==> src/sv/lfuac_pkg.sv <==
`timescale 1ns / 1ps
// shared types and constants for the lfu accumulating cache
// no dependencies

package lfuac_pkg;

	localparam int ENTRIES  = 4;
	localparam int KEY_BITS = 16;

	localparam int IDX_W    = $clog2(ENTRIES);
	localparam int KEY_IN_W = 16;
	localparam int DATA_W   = 16;
	localparam int SUM_W    = 32;
	localparam int COUNT_W  = 16;

	typedef logic [KEY_BITS-1:0] key_t;
	typedef logic [IDX_W-1:0]    idx_t;
	typedef logic [SUM_W-1:0]    sum_t;
	typedef logic [COUNT_W-1:0]  count_t;

	localparam count_t COUNT_MAX = {COUNT_W{1'b1}};
	localparam sum_t   SUM_MAX   = {1'b0, {(SUM_W-1){1'b1}}};
	localparam sum_t   SUM_MIN   = {1'b1, {(SUM_W-1){1'b0}}};
	localparam idx_t   IDX_LAST  = IDX_W'(ENTRIES - 1);

	typedef enum logic [1:0] {
		ST_IDLE,
		ST_SCAN,
		ST_UPDATE
	} state_t;

endpackage

==> src/sv/lfu_accumulating_cache.sv <==
`timescale 1ns / 1ps
// lfu accumulating cache: a small keyed table of running sums and use counts
// depends on lfuac_pkg
//
// usage
//   input channel (in_valid / in_stall) carries one item: a key and a signed data
//   value. the output channel (out_valid / out_stall) returns exactly one item per
//   input item: hit flag, eviction flag with the evicted key and sum, and the
//   requested key's running sum and use count after the update.
// timing
//   after an item is accepted, one compare unit walks the table one entry per
//   cycle, then the update state does the saturating add on a hit (a fresh
//   entry on a miss) and writes the chosen slot. out_valid comes from the output
//   register, loaded as the update state completes. the sequencer then returns
//   to idle before the next accept, so a new item is taken only after the last
//   one is through; in_stall is high while the scan and the update run.
// stall
//   the result is held in the output register until taken. if the previous
//   result is still waiting, the update cycle waits too, so no result is lost.
// reset
//   arst_n clears all entry valid bits (table empty), the sequencer and the
//   output valid flag. key, sum and count storage is not cleared; an entry is
//   only used while its valid bit is set.

module lfu_accumulating_cache (
	input  logic                                  clk,
	input  logic                                  arst_n,
	input  logic                                  in_valid,
	output logic                                  in_stall,
	input  logic [lfuac_pkg::KEY_IN_W-1:0]        key,
	input  logic signed [lfuac_pkg::DATA_W-1:0]   data,
	output logic                                  out_valid,
	input  logic                                  out_stall,
	output logic                                  hit,
	output logic                                  evicted,
	output logic [lfuac_pkg::KEY_IN_W-1:0]        evicted_key,
	output logic signed [lfuac_pkg::SUM_W-1:0]    evicted_sum,
	output logic signed [lfuac_pkg::SUM_W-1:0]    sum_now,
	output logic [lfuac_pkg::COUNT_W-1:0]         count_now
);

	// table storage; valid bits are reset, payload is not
	logic                  entry_valid_q [lfuac_pkg::ENTRIES];
	lfuac_pkg::key_t       entry_key_q   [lfuac_pkg::ENTRIES];
	lfuac_pkg::sum_t       entry_sum_q   [lfuac_pkg::ENTRIES];
	lfuac_pkg::count_t     entry_count_q [lfuac_pkg::ENTRIES];

	lfuac_pkg::state_t     state_q, state_d;
	lfuac_pkg::idx_t       idx_q;

	// captured request
	lfuac_pkg::key_t       req_key_q;
	logic [lfuac_pkg::DATA_W-1:0] req_data_q;

	// scan results
	logic                  found_q;
	lfuac_pkg::idx_t       found_idx_q;
	lfuac_pkg::sum_t       found_sum_q;
	lfuac_pkg::count_t     found_cnt_q;
	logic                  free_q;
	lfuac_pkg::idx_t       free_idx_q;
	lfuac_pkg::idx_t       vic_idx_q;
	lfuac_pkg::key_t       vic_key_q;
	lfuac_pkg::sum_t       vic_sum_q;
	lfuac_pkg::count_t     vic_cnt_q;

	// output register
	logic                  out_valid_q;
	logic                  hit_q;
	logic                  evicted_q;
	lfuac_pkg::key_t       ev_key_q;
	lfuac_pkg::sum_t       ev_sum_q;
	lfuac_pkg::sum_t       sum_now_q;
	lfuac_pkg::count_t     count_now_q;

	// sequencer controls
	logic                  accept;
	logic                  scan_en;
	logic                  scan_last;
	logic                  update_en;
	logic                  out_free;

	// current scanned entry
	logic                  cur_valid;
	lfuac_pkg::key_t       cur_key;
	lfuac_pkg::sum_t       cur_sum;
	lfuac_pkg::count_t     cur_cnt;
	logic                  cur_match;
	logic                  cur_less;

	// update datapath
	logic [lfuac_pkg::SUM_W:0] sum_ext;
	lfuac_pkg::sum_t       sum_sat;
	lfuac_pkg::count_t     cnt_inc;
	lfuac_pkg::idx_t       slot;
	lfuac_pkg::sum_t       new_sum;
	lfuac_pkg::count_t     new_cnt;
	logic                  do_evict;

	assign out_free = !out_valid_q || !out_stall;

	// next state
	always_comb begin
		state_d = state_q;
		unique case (state_q)
			lfuac_pkg::ST_IDLE: begin
				if (in_valid)
					state_d = lfuac_pkg::ST_SCAN;
			end
			lfuac_pkg::ST_SCAN: begin
				if (idx_q == lfuac_pkg::IDX_LAST)
					state_d = lfuac_pkg::ST_UPDATE;
			end
			lfuac_pkg::ST_UPDATE: begin
				if (out_free)
					state_d = lfuac_pkg::ST_IDLE;
			end
			default: state_d = lfuac_pkg::ST_IDLE;
		endcase
	end

	// sequencer outputs
	always_comb begin
		in_stall  = 1'b1;
		accept    = 1'b0;
		scan_en   = 1'b0;
		scan_last = 1'b0;
		update_en = 1'b0;
		unique case (state_q)
			lfuac_pkg::ST_IDLE: begin
				in_stall = 1'b0;
				accept   = in_valid;
			end
			lfuac_pkg::ST_SCAN: begin
				scan_en   = 1'b1;
				scan_last = (idx_q == lfuac_pkg::IDX_LAST);
			end
			lfuac_pkg::ST_UPDATE: begin
				update_en = out_free;
			end
			default: begin
				in_stall = 1'b1;
			end
		endcase
	end

	always_ff @(posedge clk or negedge arst_n) begin
		if (!arst_n) begin
			state_q <= lfuac_pkg::ST_IDLE;
		end else begin
			state_q <= state_d;
		end
	end

	// one entry a cycle through the shared compare unit
	assign cur_valid = entry_valid_q[idx_q];
	assign cur_key   = entry_key_q[idx_q];
	assign cur_sum   = entry_sum_q[idx_q];
	assign cur_cnt   = entry_count_q[idx_q];
	assign cur_match = cur_valid && (cur_key == req_key_q);
	// least count wins, ties to the smaller key
	assign cur_less  = (cur_cnt < vic_cnt_q) ||
	                   ((cur_cnt == vic_cnt_q) && (cur_key < vic_key_q));

	always_ff @(posedge clk or negedge arst_n) begin
		if (!arst_n) begin
			idx_q   <= '0;
			found_q <= 1'b0;
			free_q  <= 1'b0;
		end else begin
			if (accept) begin
				idx_q   <= '0;
				found_q <= 1'b0;
				free_q  <= 1'b0;
			end else if (scan_en) begin
				if (!scan_last)
					idx_q <= idx_q + 1'b1;
				if (cur_match && !found_q)
					found_q <= 1'b1;
				if (!cur_valid && !free_q)
					free_q <= 1'b1;
			end
		end
	end

	always_ff @(posedge clk) begin
		if (accept) begin
			req_key_q  <= lfuac_pkg::key_t'(key);
			req_data_q <= data;
		end
		if (scan_en) begin
			if (cur_match && !found_q) begin
				found_idx_q <= idx_q;
				found_sum_q <= cur_sum;
				found_cnt_q <= cur_cnt;
			end
			if (!cur_valid && !free_q)
				free_idx_q <= idx_q;
			// victim only matters when every entry is valid
			if (idx_q == '0 || cur_less) begin
				vic_idx_q <= idx_q;
				vic_key_q <= cur_key;
				vic_sum_q <= cur_sum;
				vic_cnt_q <= cur_cnt;
			end
		end
	end

	// update: saturating add on a hit, fresh entry on a miss
	assign sum_ext = {found_sum_q[lfuac_pkg::SUM_W-1], found_sum_q} +
	                 {{(lfuac_pkg::SUM_W + 1 - lfuac_pkg::DATA_W){req_data_q[lfuac_pkg::DATA_W-1]}},
	                  req_data_q};

	always_comb begin
		if (sum_ext[lfuac_pkg::SUM_W] != sum_ext[lfuac_pkg::SUM_W-1])
			sum_sat = sum_ext[lfuac_pkg::SUM_W] ? lfuac_pkg::SUM_MIN : lfuac_pkg::SUM_MAX;
		else
			sum_sat = sum_ext[lfuac_pkg::SUM_W-1:0];
	end

	assign cnt_inc  = (found_cnt_q == lfuac_pkg::COUNT_MAX) ? found_cnt_q : found_cnt_q + 1'b1;
	assign do_evict = !found_q && !free_q;

	always_comb begin
		if (found_q) begin
			slot    = found_idx_q;
			new_sum = sum_sat;
			new_cnt = cnt_inc;
		end else begin
			slot    = free_q ? free_idx_q : vic_idx_q;
			new_sum = {{(lfuac_pkg::SUM_W - lfuac_pkg::DATA_W){req_data_q[lfuac_pkg::DATA_W-1]}},
			           req_data_q};
			new_cnt = lfuac_pkg::count_t'(1);
		end
	end

	always_ff @(posedge clk or negedge arst_n) begin
		if (!arst_n) begin
			for (int i = 0; i < lfuac_pkg::ENTRIES; i++)
				entry_valid_q[i] <= 1'b0;
		end else if (update_en) begin
			entry_valid_q[slot] <= 1'b1;
		end
	end

	always_ff @(posedge clk) begin
		if (update_en) begin
			entry_key_q[slot]   <= req_key_q;
			entry_sum_q[slot]   <= new_sum;
			entry_count_q[slot] <= new_cnt;
		end
	end

	// output register
	always_ff @(posedge clk or negedge arst_n) begin
		if (!arst_n) begin
			out_valid_q <= 1'b0;
		end else begin
			if (update_en)
				out_valid_q <= 1'b1;
			else if (!out_stall)
				out_valid_q <= 1'b0;
		end
	end

	always_ff @(posedge clk) begin
		if (update_en) begin
			hit_q       <= found_q;
			evicted_q   <= do_evict;
			ev_key_q    <= do_evict ? vic_key_q : '0;
			ev_sum_q    <= do_evict ? vic_sum_q : '0;
			sum_now_q   <= new_sum;
			count_now_q <= new_cnt;
		end
	end

	assign out_valid   = out_valid_q;
	assign hit         = hit_q;
	assign evicted     = evicted_q;
	assign evicted_key = lfuac_pkg::KEY_IN_W'(ev_key_q);
	assign evicted_sum = ev_sum_q;
	assign sum_now     = sum_now_q;
	assign count_now   = count_now_q;

endmodule
==> config.mk <==
export PLATFORM = sky130hd
export DESIGN_NAME = lfu_accumulating_cache
export DESIGN_NICKNAME = d
export VERILOG_FILES = /design/src/sv/lfuac_pkg.sv /design/src/sv/lfu_accumulating_cache.sv
export SDC_FILE = /design/constraint.sdc
export NUM_CORES = 1
export LEC_CHECK = 0
export ABC_AREA = 1
export BUFFER_PORTS_ARGS = -buffer_cell sky130_fd_sc_hd__buf_2
export CAP_MARGIN = 20
export CORE_UTILIZATION = 30
export CTS_BUF_LIST = sky130_fd_sc_hd__clkbuf_8 sky130_fd_sc_hd__clkbuf_16
export DETAILED_ROUTE_END_ITERATION = 8
export GPL_ROUTABILITY_DRIVEN = 0
export PLACE_DENSITY_LB_ADDON = 0.3
export SYNTH_ARGS = -nofsm -noshare
export SYNTH_HDL_FRONTEND = slang
export SYNTH_SLANG_ARGS = --single-unit
==> constraint.sdc <==
create_clock -name clk -period 16.69 [get_ports clk]
set_input_delay 4.1725 -clock clk [delete_from_list [all_inputs] [get_ports clk]]
set_output_delay 4.1725 -clock clk [all_outputs]
set_load 0.01 [all_outputs]
After elaboration in Yosys (flattened, before gate mapping). Memories as Yosys holds them, arrays and structs flattened. Index checks and enable logic that the tools add are counted.

Logic and storage cells: 111. Memories kept: 3. RAM bits: 256. Input port bits: 36. Output and inout bits: 100. Register bits after elaboration: 259.

Bitwise logic cells: 3. $add $sub $neg: 3. Equal/unequal tests: 12. $lt $le $gt $ge: 5. Reduce and logical (&&, ||, !) cells: 26. Mux-type cells: 34.

Memory list: entry_sum_q (words 4, bits a word 32, rd ports 1, clocked after memory_dff 0, wr ports 1, RTL line lfu_accumulating_cache.sv:45) `lfuac_pkg::sum_t entry_sum_q [lfuac_pkg::ENTRIES];`; entry_count_q (words 4, bits a word 16, rd ports 1, clocked after memory_dff 0, wr ports 1, RTL line lfu_accumulating_cache.sv:46) `lfuac_pkg::count_t entry_count_q [lfuac_pkg::ENTRIES];`; entry_key_q (words 4, bits a word 16, rd ports 1, clocked after memory_dff 0, wr ports 1, RTL line lfu_accumulating_cache.sv:44) `lfuac_pkg::key_t entry_key_q [lfuac_pkg::ENTRIES];`.

Operators with widths (count): two-way mux 32 bit (3); adder 32 x 16 -> 33 bit (1); equality test 16 bit (2); less-than comparator 16 bit (2); two-way mux 16 bit (2); two-way mux 1 bit (18); adder 16 x 1 -> 16 bit, second input constant (1); equality test 16 bit, second input constant (1); two-way mux 2 bit (8); AND reduction 2 bit (6); inequality test 2 bit, second input constant (4); >= comparator 3 bit, second input constant (2); logical AND 1 bit (6); NOT 2 -> 3 bit (2); case mux 2 bit (3 select lines) (1); nonzero test 2 bit (3); logical NOT 1 bit (5); equality test 2 bit, second input constant (2); logical NOT 2 bit (2); bitwise OR 4 bit (1); logical OR 1 bit (3); less-than comparator 3 x 1 -> 1 bit, second input constant (1); AND reduction 3 bit (1); adder 2 x 1 -> 2 bit, second input constant (1); other kinds (5) (5).

Logic depth before layout (Yosys ltp). Gate-level depths: netlist (run 1).

Depth after elaboration: 9. Mapped depth: 18. Gate-level depth less buffers: 17.

Worst setup path after synthesis (run 1). OpenSTA, ideal clock, no wires.

Path type: input -> register. From: input out_stall. To: memory entry_count_q[1][0] (netlist name), enable pin. Setup slack: 6940 ps. Stages: 5. Data required time: 16203 ps. Setup time: 487 ps. Data arrival time: 9263 ps. Buffers on the path: 0. Cell sequence: nand2_1 nand2_1 inv_1 nand2_1 nor2_1.

Word-level cells in the longest chain between the ends: 5.

Ends and longest elaborated chain: from (decl) (RTL line lfu_accumulating_cache.sv:33) `input logic out_stall,`; logical NOT 1 bit; logical OR 1 bit (RTL line lfu_accumulating_cache.sv:100) `assign out_free = !out_valid_q || !out_stall;`; two-way mux 1 bit (RTL line lfu_accumulating_cache.sv:129) `unique case (state_q)`; via update_en (RTL line lfu_accumulating_cache.sv:80) `logic update_en;`; two-way mux 1 bit (RTL line lfu_accumulating_cache.sv:247) `if (update_en) begin`; two-way mux 1 bit (implied by the code) (RTL line lfu_accumulating_cache.sv:250) `entry_count_q[slot] <= new_cnt;`; to (decl) (RTL line lfu_accumulating_cache.sv:46).

The timed path passes the listed nets, and every way through them passes these cells.

Worst setup path after layout (run 1).
From: input out_stall. To: memory entry_sum_q[3][10] (netlist name), enable pin.

Word-level cells in the longest chain between the ends: 5.

Ends and longest elaborated chain: logical NOT 1 bit; logical OR 1 bit (RTL line lfu_accumulating_cache.sv:100); two-way mux 1 bit (RTL line lfu_accumulating_cache.sv:129); via update_en (RTL line lfu_accumulating_cache.sv:80); two-way mux 1 bit (RTL line lfu_accumulating_cache.sv:247); two-way mux 1 bit (implied by the code) (RTL line lfu_accumulating_cache.sv:249) `entry_sum_q[slot] <= new_sum;`; to (decl) (RTL line lfu_accumulating_cache.sv:45).

The timed path passes the listed nets, and every way through them passes these cells.

==> flow_summary_export.csv, run 1 <==
group,metric,value,unit
detailed_routing,wl_per_cell,18.3,microns
synth,ys.warnings.count,0,
synth,ys.flop_type,"edfxtp_1",
clock_tree,cts-buffers-inserted,56,
timing,setup_tns,0,ns
hold_path,hp-class,"reg -> reg",
layout,drive_above_1_share,15.3,%
detailed_routing,ant_nets,0,
pwr,p_leak,9.94,nW
grt,grtUsageTotal,14.6,%
synth,ys_types,42,
grt,grt_overflow,0,
placed_design,place_inst,2883,
setup_path,end_kind,"flip-flop",
timing,rsz0062_at_grt,"no",
pwr,ir_drop,0.0985,mV
synth,synth_edf_count,504,
grt,grt_pass1_vias,14100,
pwr,total_power,4.30,mW
timing,hold_violations,0,
floorplanning,die_w,273,microns
setup_path,start_kind,"input port",
clock_tree,clock-sinks,515,
detailed_routing,routed_wl,54900,microns
timing,max_slew_margin,30.8,%
layout,nets,2088,
detailed_routing,vias_per_cell,4.70,
timing,layout_setup_ws,10.82,ns
floorplanning,initial_core_util,30.3,%
clock_tree,cts_tree,"done",
clock_tree,post-cts-setup-buffers,0,
clock_tree,cts_hold_buf,0,
detailed_routing,drt_pass1_iterations,7,
setup_path,path_class,"in -> reg",
clock_tree,worstSkewPairLatency,0.65,ns
setup_path,path_max_fanout,40,
run,cap_violations,0,
placed_design,pre_cts_ws,9.40,ns
pwr,power_density,166,nW/um^2
synth,synth_cells,1834,
layout,final_util,35.5,%
status,status,"finished, violations left",
clock_tree,clockBufferDepth,3,
synth,synth.net_count,1937,
layout,layout.cells.non_filler,2993,
floorplanning,ios,136,
floorplanning,row_count,99,
detailed_routing,dr_total_vias,14100,
layout,fin_area,25900,sq um
detailed_routing,route.detailed.drc,4,
clock_tree,cts_root_buf,"clkbuf_16",
timing,finalMaxSlewViolations,0,
timing,setup_viol,0,
timing,holdWs,0.471,ns
timing,period_needed,5.87,ns
grt,grt_max_degree,74,
grt,antenna_found_initial,1,
floorplanning,dieArea,74700,sq um
synth,ys_ff_latch,515,
placed_design,dpl_cell_area,23800,sq um
detailed_routing,first_iter_violations,1084,
synth,avgSynthCellArea,12.0,sq um
synth,syn_area,22100,sq um
timing,fmax,0.170,GHz
floorplanning,die-height,273,microns
floorplanning,core_area,72800,sq um
timing,skew,0.0558,ns
clock_tree,clk_pin_slew_worst_paths,0.06,ns
grt,grt_pass1_wl,83300,microns
placed_design,port_buffers,135,
synth,synthArstFlopShare,2.14,%
layout,layout_commonest_cell,"edfxtp_1",
setup_path,critPathArrivalTime,6.11,ns
clock_tree,htree_num_levels,2,
timing,worst_slew_pin_slew,1.03,ns
setup_path,worstPathRequired,16.93,ns
placed_design,dp_hpwl,35000,microns
clock_tree,cts_resized,0,
timing,fin_crit_sh,35.2,%
layout,final_cell_mix,"edfxtp_1, nand2_1, nor2_1, inv_1, buf_2",
synth,synth_seq_area_share,69.8,%
layout,syn_to_final_growth,17.3,%
status,violations,"design-rule violations",
## per-layer routing
metal | wire [microns] | GRT usage [%]
met5 | 0 | 0
met1 | 25500 | 20.5
met3 | 3260 | 2.61
met4 | 990 | 3.29
met2 | 25100 | 23.5
## report_power, final
part           switching, mW  internal (mW)  total, mW
Clock                  0.528          0.794       1.32
Sequential            0.0830           1.73       1.81
Combinational          0.832          0.328       1.16
## path summary, 6_finish.rpt
kind                                                   start                           end  slack (ns)  cells past startpoint
max in group asynchronous                             arst_n          idx_q[0]$_DFFE_PN0P_       13.02                      1
worst min register to register  entry_valid_q[1]$_DFFE_PN0P_  entry_valid_q[1]$_DFFE_PN0P_        0.47                      1
worst max register to register          idx_q[0]$_DFFE_PN0P_       vic_sum_q[19]$_DFFE_PP_       10.96                     12
min in group asynchronous                             arst_n         out_valid$_DFFE_PN0P_        3.40                      1
worst min-delay path            entry_valid_q[1]$_DFFE_PN0P_  entry_valid_q[1]$_DFFE_PN0P_        0.47                      1
worst max-delay path                               out_stall  entry_sum_q[3][10]$_DFFE_PP_       10.82                      7
## synthesized netlist by cell type, drive strengths merged (15+ instances only)
| cell type | number | share of area, % |
|---|---|---|
| edfxtp | 504 | 69 |
| nand2 | 330 | 5.8 |
| inv | 177 | 3.0 |
| nand3 | 71 | 1.7 |
| clkbuf | 34 | 0.58 |
| o22ai | 48 | 1.4 |
| buf | 26 | 0.78 |
| xor2 | 24 | 0.95 |
| nor3 | 15 | 0.34 |
| o21ai | 118 | 2.7 |
| nand4 | 15 | 0.43 |
| or2 | 17 | 0.48 |
| ha | 66 | 3.7 |
| nor2 | 231 | 4.0 |
| a21oi | 92 | 2.5 |
## kinds of logic after synthesis
group                      synth area share (%)
AOI/OAI and AO/OA                          7.54
xor gates and xnor gates                   1.31
adders and majority gates                  3.83
buffers and inverters                      4.36
DFF                                        69.8
and+or+nand+nor                            13.1
## sequential cells by signal (all words and copies together) (netlist names), 4 cells and up
name and count:
sum_now 32, req_data_q 16, vic_sum_q 32, evicted_key 16, found_sum_q 32, entry_key_q 64, found_cnt_q 16, vic_key_q 16
evicted_sum 32, count_now 16, entry_valid_q 4, entry_sum_q 128, entry_count_q 64, req_key_q 16, vic_cnt_q 16
## critical path, stage by stage
cell     delay, ns
buf_2         0.10
nand2_1       0.12
nand2_1       0.12
inv_4         0.44
nand2_1       0.25
nor2_4        0.37
buf_4         0.50
## layout make-up
cell class	instances	area, sq um
antenna	2	5.00
clock inverter	44	534
sequential	515	15400
timing repair buffer	153	848
fill	7140	46900
clock buffer	61	1470
tap	959	1200
multi-input combinational	1082	5750
inverter	177	668
Note: power is estimated with default switching activity, not from simulation.
==> inputs of run 2 (changes only) <==
ABC_AREA = 0   (was 1)
clock period = 4.8 ns   (was 16.69 ns; I/O delays follow)
==> run 2 against run 1 <==
The flow now finishes without violations; cell area down 3.4%; via count down 19%; global-route usage down 1.1 points; final cell count down 19%; routed wire length down 12%; critical path type is now reg -> reg.
==> flow_summary_export.csv, run 2 <==
group,metric,value,unit
detailed_routing,wl_per_cell,20.0,microns
clock_tree,clk_pin_slew_worst_paths,0.06,ns
grt,grtUsageTotal,13.6,%
timing,max_slew_margin,36.5,%
timing,skew,0.0313,ns
layout,final_util,35.7,%
layout,fillers,6701,
grt,busiest_layer,"met2",
floorplanning,core_area,70100,sq um
setup_path,worstSetupStartpoint,"req_data_q[15]$_DFFE_PP_",
grt,grt_pass1_vias,11800,
clock_tree,cts_hold_buf,0,
pwr,seq_power_share,45.6,%
synth,ys_types,70,
timing,fin_crit_sh,86.9,%
pwr,power_density,546,nW/um^2
synth,syn_area,21300,sq um
synth,synth_most_common_cell,"edfxtp_1",
timing,setup_viol,0,
setup_path,cpPeakStageDelay,0.89,ns
synth,ys_ff_latch,515,
setup_path,worstPathRequired,5.12,ns
timing,period_needed,4.17,ns
grt,antenna_found_initial,0,
setup_path,path_max_fanout,19,
layout,syn_to_final_growth,17.5,%
run,cap_violations,0,
floorplanning,die_w,268,microns
grt,grt_use_met3,2.50,%
setup_path,end_kind,"flip-flop",
placed_design,dpl_cell_area,23200,sq um
layout,fin_area,25000,sq um
detailed_routing,vias_per_cell,4.73,
detailed_routing,ant_nets,0,
synth,synth_seq_area_share,72.4,%
synth,synth_edf_count,504,
timing,layout_setup_ws,0.628,ns
clock_tree,cts_root_buf,"clkbuf_16",
setup_path,start_kind,"flip-flop",
clock_tree,htree_num_levels,2,
timing,holdWs,0.455,ns
pwr,p_clk_share,30.5,%
synth,synth.net_count,1358,
layout,layout_commonest_cell,"edfxtp_1",
grt,grt_overflow,0,
setup_path,r2r_start,"req_data_q[15]$_DFFE_PP_",
detailed_routing,route.detailed.drc,0,
setup_path,critPathTopFamily,"compound AO/OA/AOI/OAI gates",
layout,largest_reg_flops,128,
pwr,p_switching,4.04,mW
synth,ys.warnings.count,0,
synth,synth_top_area_share,71.1,%
pwr,p_leak,8.68,nW
floorplanning,dieArea,72000,sq um
layout,reg_top3,"entry_sum_q x128, entry_count_q x64, entry_key_q x64",
grt,grt_pass1_wl,72600,microns
pwr,cell_internal_pwr,9.60,mW
clock_tree,worstSkewPairLatency,0.62,ns
synth,avgSynthCellArea,17.0,sq um
timing,hold_violations,0,
synth,synthArstFlopShare,2.14,%
layout,top_register,"entry_sum_q",
pwr,p_sw_share,29.6,%
detailed_routing,routed_wl,48400,microns
synth,synth.top_cells.by_count,"edfxtp_1, ha_1, mux4_2",
timing,rsz0062_at_grt,"no",
layout,regArea,15400,sq um
layout,multi_input_area,5570,sq um
grt,use_met1,18.1,%
floorplanning,ios,136,
layout,final_cell_mix,"edfxtp_1, buf_2, ha_1, mux4_2, a21oi_1",
setup_path,crit_path_top_delay_cell,"edfxtp_1",
grt,grt_max_degree,64,
clock_tree,clock-sinks,515,
floorplanning,row_count,97,
synth,yosysTopAreaCell,"edfxtp_1",
timing,worst_slew_pin_slew,0.953,ns
placed_design,dp_hpwl,31500,microns
detailed_routing,drt_pass1_iterations,4,
clock_tree,cts-buffers-inserted,53,
pwr,power_frac_comb,23.9,%
detailed_routing,first_iter_violations,822,
timing,setup_tns,0,ns
setup_path,critPathArrivalTime,4.49,ns
timing,fmax,0.240,GHz
setup_path,path_class,"reg -> reg",
setup_path,path_cells,"ha_1 -> a21oi_2 -> o211ai_1 -> a211oi_2 -> o41ai_1 -> o21ai_1 -> a21o_1 -> nor2_4 -> a211o_2 -> o21ai_0",
synth,ys.flop_type,"edfxtp_1",
status,status,"completed",
clock_tree,clockBufferDepth,3,
hold_path,hp-class,"in -> async",
layout,antenna_cells,0,
placed_design,pre_cts_ws,0.454,ns
synth,synth_cells,1255,
synth,synth.area.top_cells,"edfxtp_1, mux4_2, ha_1, a21oi_1, dfrtp_1",
pwr,ir_drop,0.284,mV
setup_path,worst-path-buf-inv,0,
timing,finalMaxSlewViolations,0,
placed_design,port_buffers,135,
layout,drive_above_1_share,24.2,%
detailed_routing,dr_total_vias,11400,
layout,nets,1532,
floorplanning,die-height,268,microns
clock_tree,cts_tree,"done",
grt,grtUsageMet2,22.7,%
floorplanning,initial_core_util,30.3,%
[run 2: changes by cell type after synthesis, moves of 16 or more]
cell     delta
nand2_1   -258
mux4_2     +65
o21ai_0    -79
nand2_2    -16
inv_1     -126
a21o_1     +17
nor2_1    -176
xnor2_1    +19
and2_1     +33
nand3_1    -55
o22ai_1    -42
[run 2: timing repair]
item	in CTS	in global routing
buffers inserted	0	0
resized for setup	0	1
endpoints found under the setup margin	0	5
[run 2: area by class of cell]
class | count | share of cell area, %
Tap cell | 940 | 4.70
Clock buffer | 62 | 5.84
Timing Repair Buffer | 159 | 3.52
Clock inverter | 38 | 1.27
Inverter | 50 | 0.750
Sequential cell | 515 | 61.6
Multi-Input combinational cell | 650 | 22.3
[run 2: cells by family after synthesis]
| group | share of synthesized area (%) |
|---|---|
| compound gates | 6.66 |
| xor+xnor | 2.26 |
| fa+ha+maj | 4.16 |
| buf+inv | 1.75 |
| flops | 72.4 |
| mux | 7.07 |
| simple gates | 5.70 |
[run 2: worst register-to-register path, delay by kind of cell, from the launching register on]
| family | cells | cell delay, ns |
|---|---|---|
| simple gates | 1 | 0.14 |
| compound gates | 8 | 2.41 |
| fa+ha+maj | 1 | 0.45 |
| flops | 1 | 0.89 |
[run 2: power by group through the flow]
| stage | Sequential, mW | Combinational [mW] | Clock (mW) |
|---|---|---|---|
| 2_1_floorplan | 6.21 | 2.33 | 0 |
| 3_3_place_gp | 6.33 | 3.29 | 0 |
| 3_5_place_dp | 6.34 | 3.34 | 0 |
| 4_1_cts | 6.25 | 3.36 | 4.27 |
| 5_1_grt | 6.31 | 3.64 | 4.44 |
| 6_report | 6.23 | 3.26 | 4.16 |
[run 2: path summary, 6_finish.rpt]
check                           slack, ns                      endpoint  cells past startpoint
worst max register to register       0.63         sum_now[16]$_DFFE_PP_                     10
worst min register to register       0.47  entry_valid_q[2]$_DFFE_PN0P_                      1
worst min-delay path                 0.46         out_valid$_DFFE_PN0P_                      1
min in group clk                     0.47  entry_valid_q[2]$_DFFE_PN0P_                      1
max in group asynchronous            4.10          idx_q[0]$_DFFE_PN0P_                      1
worst max-delay path                 0.63         sum_now[16]$_DFFE_PP_                     10
[run 2: per-layer routing]
metal  vias to the layer above  routed length [microns]
li1                       5292                        -
met1                      5800                    21500
met2                       265                    23700
met3                        60                     2410
met4                         0                      765
met5                         -                        0
[run 2: through the flow]
stage,power (mW),std cells
final,13.6,2414
after global routing,14.4,2414
after CTS,13.9,2414
after detailed placement,9.68,2314
after global placement,9.62,2314
after floorplan,8.53,1255
==> inputs of run 3 (changes only) <==
--- a/config.mk
+++ b/config.mk
@@ -11,3 +11,3 @@
 export CORE_UTILIZATION = 30
-export CTS_BUF_LIST = sky130_fd_sc_hd__clkbuf_8 sky130_fd_sc_hd__clkbuf_16
+export CTS_BUF_LIST = sky130_fd_sc_hd__clkbuf_16
 export DETAILED_ROUTE_END_ITERATION = 8
==> constraint.sdc (replaced) <==
create_clock -name clk -period 4.8 [get_ports clk]
set_input_delay 0.24 -clock clk [delete_from_list [all_inputs] [get_ports clk]]
set_output_delay 0.24 -clock clk [all_outputs]
set_load 0.01 [all_outputs]
==> run 3 against run 2 <==
Largest power group unchanged; worst setup slack worse by 0.17 ns; highest routed layer unchanged; critical endpoint is now entry_sum_q[3][17]$_DFFE_PP_; non-clock buffer count is 36 higher; register-to-register slack worse by 0.17 ns; routed wire length is 0.87% lower; flip-flop and latch count stayed put; power is 1.2% lower; sequential share of layout area is 0.56 points lower; utilization is 0.33 points higher; via count is 0.85% higher.
==> flow_summary_export.csv, run 3 (synthesis gave the netlist of run 2 again) <==
group,metric,value,unit
layout,fillers,6711,
setup_path,path_cells,"ha_1 -> a21oi_2 -> o211ai_1 -> a211oi_2 -> o41ai_1 -> o21ai_1 -> a21oi_2 -> buf_4 -> nor3_1 -> a211o_1 -> o21ai_0",
status,status,"completed",
layout,nets,1568,
detailed_routing,routed_wl,48000,microns
layout,antenna_cells,0,
setup_path,worstSetupStartpoint,"req_data_q[15]$_DFFE_PP_",
timing,setup_viol,0,
grt,grt_max_degree,67,
run,cap_violations,0,
setup_path,path_class,"reg -> reg",
clock_tree,htree_num_levels,2,
floorplanning,core_area,70100,sq um
setup_path,cpPeakStageDelay,0.85,ns
setup_path,r2r_slack,0.45,ns
layout,largest_reg_flops,128,
grt,antenna_found_initial,1,
clock_tree,cts-buffers-inserted,53,
pwr,seq_power_share,46.3,%
clock_tree,cts_hold_buf,35,
timing,period_needed,4.35,ns
setup_path,start_kind,"flip-flop",
floorplanning,ios,136,
placed_design,port_buffers,135,
detailed_routing,route.detailed.drc,0,
placed_design,dp_hpwl,31200,microns
detailed_routing,vias_per_cell,4.71,
clock_tree,cts_tree,"done",
grt,grtUsageTotal,13.5,%
detailed_routing,met2WireLength,23800,microns
clock_tree,post-cts-setup-buffers,0,
layout,drive_above_1_share,23.1,%
timing,max_slew_margin,36.0,%
clock_tree,clk_pin_slew_worst_paths,0.06,ns
timing,fin_crit_sh,90.6,%
floorplanning,dieArea,72000,sq um
pwr,power_frac_comb,24.2,%
detailed_routing,drt_pass1_iterations,5,
pwr,power_density,534,nW/um^2
floorplanning,initial_core_util,30.3,%
layout,top_register,"entry_sum_q",
timing,hold_violations,0,
clock_tree,clock-sinks,515,
detailed_routing,wl_met1,21100,microns
pwr,p_switching,3.98,mW
timing,worst_slew_pin_slew,0.961,ns
grt,grt_overflow,0,
setup_path,r2r_start,"req_data_q[15]$_DFFE_PP_",
grt,grt_pass1_vias,12000,
layout,final_cell_mix,"edfxtp_1, buf_2, ha_1, mux4_2, a21oi_1",
pwr,p_clk_share,29.5,%
timing,layout_setup_ws,0.453,ns
detailed_routing,wl_met3,2390,microns
timing,skew,0.0260,ns
setup_path,reg2reg_to,"entry_sum_q[3][17]$_DFFE_PP_",
detailed_routing,dr_total_vias,11500,
setup_path,path_max_fanout,19,
placed_design,pre_cts_ws,0.467,ns
layout,layout_commonest_cell,"edfxtp_1",
timing,setup_tns,0,ns
timing,fmax,0.230,GHz
setup_path,critPathArrivalTime,4.58,ns
setup_path,end_kind,"flip-flop",
floorplanning,row_count,97,
setup_path,worstPathRequired,5.03,ns
clock_tree,clockBufferDepth,3,
timing,rsz0062_at_grt,"no",
pwr,p_leak,8.77,nW
detailed_routing,highest_layer,"met4",
grt,grt_pass1_wl,72500,microns
floorplanning,die_w,268,microns
pwr,ir_drop,0.492,mV
clock_tree,worstSkewPairLatency,0.61,ns
setup_path,crit_path_end,"entry_sum_q[3][17]$_DFFE_PP_",
detailed_routing,first_iter_violations,718,
pwr,cell_internal_pwr,9.50,mW
setup_path,crit_top_cell,"a21oi_2",
detailed_routing,wl_per_cell,19.6,microns
layout,syn_to_final_growth,18.6,%
detailed_routing,ant_nets,0,
layout,reg_top3,"entry_sum_q x128, entry_count_q x64, entry_key_q x64",
setup_path,crit_path_top_delay_cell,"edfxtp_1",
clock_tree,cts_resized,0,
floorplanning,die-height,268,microns
hold_path,hp-class,"in -> async",
clock_tree,cts_root_buf,"clkbuf_16",
timing,finalMaxSlewViolations,0,
pwr,p_sw_share,29.5,%
setup_path,r2r_cells,11,
==> run 3: cell count changes in the layout (fill, tap and decap cells not counted), sizes merged <==
cell         before  now
clkinvlp          1    3
clkbuf           62   53
dlygate4sd3       0   35
inv              62   65
bufinv            4    5
buf             159  160
==> run 3: metrics by stage <==
| stage | total power [mW] | hold slack, ns | std cells | util [%] | area (sq um) |
|---|---|---|---|---|---|
| global placement | 9.61 | 0.142 | 2315 | 33.1 | 23200 |
| finish | 13.5 | 0.0610 | 2447 | 36.0 | 25200 |
| CTS | 13.7 | 0.0259 | 2447 | 36.0 | 25200 |
| detailed placement | 9.67 | 0.146 | 2315 | 33.1 | 23200 |
| floorplan | 8.53 | -0.0556 | 1255 | - | 21300 |
| global route | 14.2 | 0.0808 | 2447 | 36.0 | 25200 |
==> run 3: worst min path at each step <==
stage                     startpoint                            to  slack, ns  cells after the start
after floorplan               arst_n  entry_valid_q[0]$_DFFE_PN0P_      -0.06                      0
after global placement        arst_n         out_valid$_DFFE_PN0P_       0.14                      1
final                         arst_n  entry_valid_q[0]$_DFFE_PN0P_       0.06                      2
after global routing          arst_n  entry_valid_q[3]$_DFFE_PN0P_       0.08                      2
after detailed placement      arst_n         out_valid$_DFFE_PN0P_       0.15                      1
after CTS                     arst_n  entry_valid_q[0]$_DFFE_PN0P_       0.03                      2
==> run 3: metal layers <==
metal	GRT usage, %	vias up
met5	0	-
met4	3.12	0
met3	2.36	46
met2	23.1	252
met1	17.7	5856
li1	-	5360
==> run 3: layout make-up <==
type                    instances  area [sq um]  area share (%)
well taps                     940          1180            4.66
clock inverters                44           350            1.39
repair buffers                195          1210            4.81
clock buffers                  53          1330            5.25
inverters                      50           188           0.743
multi-input cells             650          5570            22.1
flip-flops and latches        515         15400            61.1
==> run 3: critical path: cells and delay by family, from the launching register on <==
kind | cells | cell delay (ns)
simple gates | 1 | 0.36
buf+inv | 1 | 0.19
compound gates | 8 | 2.14
flops | 1 | 0.85
fa+ha+maj | 1 | 0.44
==> run 3: power by group through the flow <==
stage | clock network, mW | registers [mW] | logic [mW]
final | 3.98 | 6.24 | 3.26
after global routing | 4.26 | 6.31 | 3.65
after CTS | 4.10 | 6.26 | 3.36
after detailed placement | 0 | 6.35 | 3.32
after global placement | 0 | 6.34 | 3.27
after floorplan | 0 | 6.21 | 2.33
